[config.mk]
export PLATFORM = sky130hd
export DESIGN_NAME = gbt_div
export DESIGN_NICKNAME = d
export VERILOG_FILES = /design/src/hw/rtl/gaussian_bilinear_tap_generator_unit_defines.svh /design/src/hw/rtl/gbt_pkg.sv /design/src/hw/rtl/gbt_div.sv
export SDC_FILE = /design/constraint.sdc
export NUM_CORES = 1
export LEC_CHECK = 0
export BUFFER_PORTS_ARGS = -buffer_cell sky130_fd_sc_hd__buf_4
export CAP_MARGIN = 20
export CORE_ASPECT_RATIO = 1.75
export CORE_MARGIN = 2
export CORE_UTILIZATION = 58
export CTS_BUF_LIST = sky130_fd_sc_hd__clkbuf_8
export CTS_CLUSTER_DIAMETER = 50
export DETAILED_ROUTE_END_ITERATION = 10
export PLACE_DENSITY = 0.82
export SLEW_MARGIN = 20
export SYNTH_ARGS = -nofsm -noshare
export SYNTH_HDL_FRONTEND = slang
export SYNTH_SLANG_ARGS = --single-unit
[constraint.sdc]
create_clock -name clk_i -period 3.73 [get_ports clk_i]
set_input_delay 0.746 -clock clk_i [delete_from_list [all_inputs] [get_ports clk_i]]
set_output_delay 0.746 -clock clk_i [all_outputs]
set_load 0.01 [all_outputs]
[src/hw/rtl/gaussian_bilinear_tap_generator_unit_defines.svh]
// Assertion helpers for the RTL of the tap generator.
// The module that uses them provides clk_i and rst_ni.
`ifndef GAUSSIAN_BILINEAR_TAP_GENERATOR_UNIT_DEFINES_SVH
`define GAUSSIAN_BILINEAR_TAP_GENERATOR_UNIT_DEFINES_SVH

// Same-cycle implication.
`define GBT_ASSERT_IMP(lbl, ante, cons, msg) \
  lbl: assert property (@(posedge clk_i) disable iff (!rst_ni) (ante) |-> (cons)) \
    else $error(msg);

// Next-cycle implication.
`define GBT_ASSERT_NXT(lbl, ante, cons, msg) \
  lbl: assert property (@(posedge clk_i) disable iff (!rst_ni) (ante) |=> (cons)) \
    else $error(msg);

`endif

[src/hw/rtl/gbt_pkg.sv]
package gbt_pkg;

  localparam int MaxTaps   = 16;
  localparam int SampDepth = 2 * MaxTaps;
  localparam int SampAw    = $clog2(SampDepth);
  localparam int FwW       = $clog2(MaxTaps);
  localparam int ExpSteps  = 16;
  localparam int ExpAw     = $clog2(ExpSteps);

  localparam logic [26:0] MinWeightK = 27'd86127092;
  localparam logic [16:0] Log2eQ16   = 17'd94548;

  localparam int CfgIdxW  = 2;
  localparam int CfgDataW = 16;
  localparam logic [CfgIdxW-1:0] CfgMaxTaps   = 2'd0;
  localparam logic [CfgIdxW-1:0] CfgTexWidth  = 2'd1;
  localparam logic [CfgIdxW-1:0] CfgTexHeight = 2'd2;

  // Shared divider.
  localparam int DvdW    = 51;
  localparam int DvsW    = 35;
  localparam int DivCntW = $clog2(DvdW + 1);

  typedef struct packed {
    logic            start;
    logic [DvdW-1:0] dividend;
    logic [DvsW-1:0] divisor;
  } div_req_t;

  typedef struct packed {
    logic            busy;
    logic            done;
    logic [DvdW-1:0] quot;
  } div_rsp_t;

  // Square root unit used to build the exponent factor table.
  localparam int SqArgW  = 60;
  localparam int SqResW  = 30;
  localparam int SqCntW  = $clog2(SqResW + 1);

  typedef struct packed {
    logic              start;
    logic [SqArgW-1:0] arg;
  } sq_req_t;

  typedef struct packed {
    logic              busy;
    logic              done;
    logic [SqResW-1:0] root;
  } sq_rsp_t;

endpackage

[src/hw/rtl/gbt_div.sv]
module gbt_div (
  input  logic              clk_i,
  input  logic              rst_ni,
  input  gbt_pkg::div_req_t req_i,
  output gbt_pkg::div_rsp_t rsp_o
);

  logic                        busy_q, done_q;
  logic [gbt_pkg::DivCntW-1:0] cnt_q;
  logic [gbt_pkg::DvdW-1:0]    dvd_q;
  logic [gbt_pkg::DvsW-1:0]    dvs_q, rem_q;
  logic [gbt_pkg::DvsW:0]      rem_sh, rem_sub;
  logic                        qbit;

  // Restoring division, one quotient bit a cycle; quotient bits replace
  // the dividend bits as they are shifted out.
  always_comb begin
    rem_sh  = {rem_q, dvd_q[gbt_pkg::DvdW-1]};
    rem_sub = rem_sh - {1'b0, dvs_q};
    qbit    = (rem_sh >= {1'b0, dvs_q});
  end

  always_ff @(posedge clk_i or negedge rst_ni) begin
    if (!rst_ni) begin
      busy_q <= 1'b0;
      done_q <= 1'b0;
      cnt_q  <= '0;
    end else begin
      done_q <= 1'b0;
      if (req_i.start) begin
        busy_q <= 1'b1;
        cnt_q  <= '0;
      end else if (busy_q) begin
        cnt_q <= cnt_q + 1'b1;
        if (cnt_q == gbt_pkg::DivCntW'(gbt_pkg::DvdW - 1)) begin
          busy_q <= 1'b0;
          done_q <= 1'b1;
        end
      end
    end
  end

  always_ff @(posedge clk_i) begin
    if (req_i.start) begin
      dvd_q <= req_i.dividend;
      dvs_q <= req_i.divisor;
      rem_q <= '0;
    end else if (busy_q) begin
      dvd_q <= {dvd_q[gbt_pkg::DvdW-2:0], qbit};
      rem_q <= qbit ? rem_sub[gbt_pkg::DvsW-1:0] : rem_sh[gbt_pkg::DvsW-1:0];
    end
  end

  assign rsp_o.busy = busy_q;
  assign rsp_o.done = done_q;
  assign rsp_o.quot = dvd_q;

endmodule

==> metrics.txt <==
# TYPE chip_impl_metric gauge
chip_impl_metric{name="r2r_slack",unit="ns"} 0.26
chip_impl_metric{name="initial_antenna_violation_count",unit=""} 0
chip_impl_metric{name="final_min_period_over_clock_period",unit=""} 0.9291
chip_impl_metric{name="worst-path-stages",unit=""} 13
chip_impl_info{name="crit_path_cell_trace",value="inv_1 -> ha_1 -> fa_1 -> nor2b_1 -> o31a_1 -> o21bai_4 -> a31o_4 -> a2111oi_4 -> buf_4 -> or2_1 -> buf_4 -> nand2_1 -> a311oi_2"} 1
chip_impl_metric{name="cts_resized",unit=""} 0
chip_impl_metric{name="net_switching_fraction_of_the_power",unit=""} 0.3855
chip_impl_metric{name="num-nets-final",unit=""} 975
chip_impl_info{name="grt_setup_unrepaired",value="false"} 1
chip_impl_metric{name="yosys_register_bits",unit=""} 129
chip_impl_metric{name="p_seq_frac",unit=""} 0.357
chip_impl_metric{name="ys.warnings.count",unit=""} 0
chip_impl_metric{name="routabilityCongestion",unit=""} 0.9556
chip_impl_metric{name="power.leakage",unit="nW"} 3.900
chip_impl_metric{name="syn_area_per_cell",unit="sq um"} 10.46
chip_impl_metric{name="die-area",unit="sq um"} 13800
chip_impl_metric{name="rows",unit=""} 54
chip_impl_metric{name="syn2layout_area_growth",unit="%"} 21.78
chip_impl_info{name="cts_tree",value="built"} 1
chip_impl_metric{name="power.internal",unit="mW"} 3.406
chip_impl_metric{name="design.portCount",unit=""} 142
chip_impl_metric{name="synth_seq_area_share",unit=""} 0.4678
chip_impl_metric{name="finalWorstPathRequiredPeriod",unit="ns"} 3.466
chip_impl_metric{name="global_route_wire_length_before_repair",unit="microns"} 31110
chip_impl_metric{name="dr.first_iter.drc_count",unit=""} 383
chip_impl_info{name="endpoint_kind",value="register"} 1
chip_impl_metric{name="cts_max_level",unit=""} 4
chip_impl_metric{name="die-height",unit="microns"} 153.9
chip_impl_metric{name="detailed_routing_iteration_count_for_the_pre_antenna_repair_pass",unit=""} 7
chip_impl_metric{name="drive_above_1_share",unit=""} 0.2997
chip_impl_metric{name="syn_inst",unit=""} 712
chip_impl_metric{name="mappedNetlistNets",unit=""} 839
chip_impl_metric{name="cts_sinks",unit=""} 129
chip_impl_metric{name="tritoncts.num_buffers",unit=""} 17
chip_impl_metric{name="place.detailed.hpwl",unit="microns"} 14610
chip_impl_metric{name="postCtsHoldBufs",unit=""} 0
chip_impl_metric{name="grt-ovfl-total",unit=""} 0
chip_impl_metric{name="initial_utilization",unit=""} 0.5957
chip_impl_metric{name="cp_slowest_stage_delay",unit="ns"} 0.41
chip_impl_info{name="cpLargestDelayFamily",value="compound AO/OA/AOI/OAI gates"} 1
chip_impl_metric{name="route.detailed.vias_per_inst",unit=""} 6.055
chip_impl_info{name="hold_path_class",value="in -> async"} 1
chip_impl_info{name="timing.setup.critical_path_class",value="reg -> reg"} 1
chip_impl_metric{name="cap_violations",unit=""} 0
chip_impl_info{name="r2r-start",value="dvd_q[50]"} 1
chip_impl_metric{name="finish.utilization",unit=""} 0.7254
chip_impl_metric{name="wl_per_cell",unit="microns"} 19.05
chip_impl_metric{name="number_of_global_route_vias_before_repair",unit=""} 6494
chip_impl_metric{name="drcViolationCount",unit=""} 0
chip_impl_metric{name="clockBufferDepth",unit=""} 2
chip_impl_metric{name="clock_power_share",unit=""} 0.226
chip_impl_metric{name="fp.dieW",unit="microns"} 89.65
chip_impl_info{name="worstSetupStartpoint",value="dvd_q[50]"} 1
chip_impl_metric{name="via_count",unit=""} 6231
chip_impl_metric{name="post_synth_instance_area",unit="sq um"} 7446
chip_impl_metric{name="core_area",unit="sq um"} 12500
chip_impl_metric{name="combinationalPowerShare",unit=""} 0.417
chip_impl_metric{name="fmax",unit="MHz"} 288.6
chip_impl_metric{name="clk_pin_slew",unit="ns"} 0.09
chip_impl_metric{name="finalHoldViolCount",unit=""} 0
chip_impl_metric{name="post_synth_num_cell_types",unit=""} 66
chip_impl_metric{name="power.ir.vdd_worst",unit="V"} 0.0003619
chip_impl_metric{name="fin_setup_tns",unit="ns"} 0
chip_impl_metric{name="clk_latency",unit="ns"} 0.45
chip_impl_metric{name="maxSlewViolCount",unit=""} 0
chip_impl_info{name="cpMostUsedCell",value="sky130_fd_sc_hd__buf_4"} 1
chip_impl_metric{name="netSwitchingPower",unit="mW"} 2.137
chip_impl_metric{name="worst_clock_skew",unit="ns"} 0.01640
chip_impl_info{name="run_status",value="complete, no violations"} 1
chip_impl_info{name="ctsRootBufferMaster",value="sky130_fd_sc_hd__clkbuf_8"} 1
chip_impl_metric{name="critical_path.n_buffers_inverters",unit=""} 3
chip_impl_metric{name="setup_viol_count_final",unit=""} 0
chip_impl_metric{name="power.density",unit="nW/um^2"} 611.2
chip_impl_metric{name="insertedDiodeCount",unit=""} 0
chip_impl_metric{name="wl",unit="microns"} 19600
chip_impl_metric{name="tightest_slew",unit="ns"} 0.9418
chip_impl_metric{name="timing.slew.headroom",unit=""} 0.3698
chip_impl_metric{name="synth-async-reset-ratio",unit=""} 0.06202
chip_impl_metric{name="portBuffers",unit=""} 141
chip_impl_info{name="crit_slowest_cell",value="sky130_fd_sc_hd__fa_1"} 1
chip_impl_metric{name="worstRegToRegCells",unit=""} 13
chip_impl_info{name="startpoint_type",value="register"} 1
chip_impl_metric{name="arrival_worst_endpoint",unit="ns"} 3.81
chip_impl_info{name="synth_ff_type",value="sky130_fd_sc_hd__edfxtp_1"} 1
chip_impl_metric{name="antenna_violating_nets_post_route",unit=""} 0
chip_impl_metric{name="path_max_fanout",unit=""} 11
chip_impl_metric{name="synth_edf_count",unit=""} 86
chip_impl_metric{name="grt_use_total",unit=""} 0.2932
chip_impl_metric{name="worst-endpoint-required",unit="ns"} 4.08
chip_impl_metric{name="grt_start_max_net_pins",unit=""} 74
synthesized netlist by cell type (4+ instances only):
cell type / count / share of area
sky130_fd_sc_hd__a211o_1: 5 / 0.0059
sky130_fd_sc_hd__a211oi_1: 12 / 0.012
sky130_fd_sc_hd__a21o_1: 15 / 0.015
sky130_fd_sc_hd__a21oi_1: 32 / 0.022
sky130_fd_sc_hd__a311oi_1: 17 / 0.020
sky130_fd_sc_hd__a311oi_2: 7 / 0.014
sky130_fd_sc_hd__a31oi_1: 6 / 0.0050
sky130_fd_sc_hd__a32oi_1: 5 / 0.0059
sky130_fd_sc_hd__and3_1: 8 / 0.0067
sky130_fd_sc_hd__buf_2: 7 / 0.0047
sky130_fd_sc_hd__clkbuf_1: 20 / 0.010
sky130_fd_sc_hd__dfrtp_1: 8 / 0.027
sky130_fd_sc_hd__dfxtp_1: 35 / 0.094
sky130_fd_sc_hd__edfxtp_1: 86 / 0.35
sky130_fd_sc_hd__ha_1: 37 / 0.062
sky130_fd_sc_hd__inv_1: 47 / 0.024
sky130_fd_sc_hd__mux2_2: 52 / 0.079
sky130_fd_sc_hd__mux2i_1: 4 / 0.0054
sky130_fd_sc_hd__nand2_1: 68 / 0.034
sky130_fd_sc_hd__nand2b_1: 9 / 0.0076
sky130_fd_sc_hd__nand3_1: 13 / 0.0087
sky130_fd_sc_hd__nand4_1: 11 / 0.0092
sky130_fd_sc_hd__nor2_1: 57 / 0.029
sky130_fd_sc_hd__nor2b_1: 6 / 0.0050
sky130_fd_sc_hd__nor3_1: 5 / 0.0034
sky130_fd_sc_hd__o211ai_1: 8 / 0.0081
sky130_fd_sc_hd__o21a_1: 6 / 0.0060
sky130_fd_sc_hd__o21ai_0: 31 / 0.021
sky130_fd_sc_hd__o21bai_1: 9 / 0.0091
sky130_fd_sc_hd__or2_2: 4 / 0.0034
sky130_fd_sc_hd__or3_1: 9 / 0.0076
sky130_fd_sc_hd__xnor2_1: 14 / 0.016
sky130_fd_sc_hd__xor2_1: 9 / 0.011
routing by layer:
layer,vias up,routed length [microns],GRT usage
met5,-,0,0
met4,0,791,0.1436
met3,70,1200,0.07837
met2,254,10620,0.5158
met1,2989,6986,0.3106
li1,2918,-,-
path summary, 6_finish.rpt:
kind | endpoint
hold / removal | done_q
hold reg to reg | rem_q[34]
max in group asynchronous | busy_q
setup reg to reg | rem_q[13]
setup / recovery | rem_q[13]
min in group clk_i | dvs_q[1]
kinds of logic after synthesis:
kind of cell | after synthesis | share of synthesized area
AND/OR/NAND/NOR | 201 | 0.1260
flip-flops | 129 | 0.4678
adder cells (fa/ha/maj) | 38 | 0.06486
buffers and inverters | 82 | 0.04705
multiplexers | 56 | 0.08402
AO/OA/AOI/OAI | 183 | 0.1832
XOR/XNOR | 23 | 0.02706
stage by stage:
step | setup slack (ns) | instance area, sq um | cells | hold WS, ns | power (mW)
after floorplan | 0.7929 | 7446 | 712 | 0.4425 | 3.613
after global placement | 0.4130 | 8647 | 995 | 0.4696 | 4.196
after detailed placement | 0.2756 | 8647 | 995 | 0.4756 | 4.269
after CTS | 0.2316 | 9052 | 1027 | 0.07738 | 5.531
after global routing | 0.06621 | 9067 | 1029 | 0.07428 | 5.861
final | 0.2645 | 9067 | 1029 | 0.09113 | 5.542
power groups by stage:
stage / registers (mW) / logic, mW / clock network, mW
2_1_floorplan: 1.98 / 1.64 / 0
3_3_place_gp: 1.99 / 2.21 / 0
3_5_place_dp: 2.00 / 2.27 / 0
4_1_cts: 1.98 / 2.28 / 1.27
5_1_grt: 2.01 / 2.52 / 1.33
6_report: 1.98 / 2.31 / 1.25
layout make-up:
class	count	area, sq um
Multi-Input combinational cell	501	3612
Clock inverter	15	171.4
Inverter	47	176.4
Tap cell	168	210.2
Timing Repair Buffer	152	1179
Clock buffer	17	234.0
Sequential cell	129	3485
Fill cell	881	3432
sequential cells by signal, indices dropped and copies added (netlist names):
signal and cells:
done_q 1, rem_q 35, dvd_q 51, dvs_q 35, busy_q 1, cnt_q 6
what timing repair did:
item                                    CTS  global route
buffers inserted                          0             2
hold endpoints to repair                  0             0
endpoints found under the setup margin    0             2
cells in the final DEF (no fill, tap or decap), types with 7 or more instances in the layout:
master	netlist	routed
sky130_fd_sc_hd__nand2b_1	9	9
sky130_fd_sc_hd__inv_1	47	46
sky130_fd_sc_hd__clkbuf_8	0	17
sky130_fd_sc_hd__buf_4	3	149
sky130_fd_sc_hd__a311oi_2	7	7
sky130_fd_sc_hd__o21bai_1	9	9
sky130_fd_sc_hd__or3_1	9	9
sky130_fd_sc_hd__o21ai_0	31	31
sky130_fd_sc_hd__nand2_1	68	68
sky130_fd_sc_hd__a21oi_1	32	32
sky130_fd_sc_hd__mux2_2	52	52
sky130_fd_sc_hd__nand4_1	11	11
sky130_fd_sc_hd__dfxtp_1	35	35
sky130_fd_sc_hd__a311oi_1	17	17
sky130_fd_sc_hd__a211oi_1	12	12
sky130_fd_sc_hd__o211ai_1	8	8
sky130_fd_sc_hd__nor2_1	57	57
sky130_fd_sc_hd__xnor2_1	14	14
sky130_fd_sc_hd__edfxtp_1	86	86
sky130_fd_sc_hd__nand3_1	13	13
sky130_fd_sc_hd__xor2_1	9	9
sky130_fd_sc_hd__a21o_1	15	15
sky130_fd_sc_hd__dfrtp_1	8	7
sky130_fd_sc_hd__and3_1	8	8
sky130_fd_sc_hd__ha_1	37	37
No activity file was read; power rests on OpenSTA's default activity.
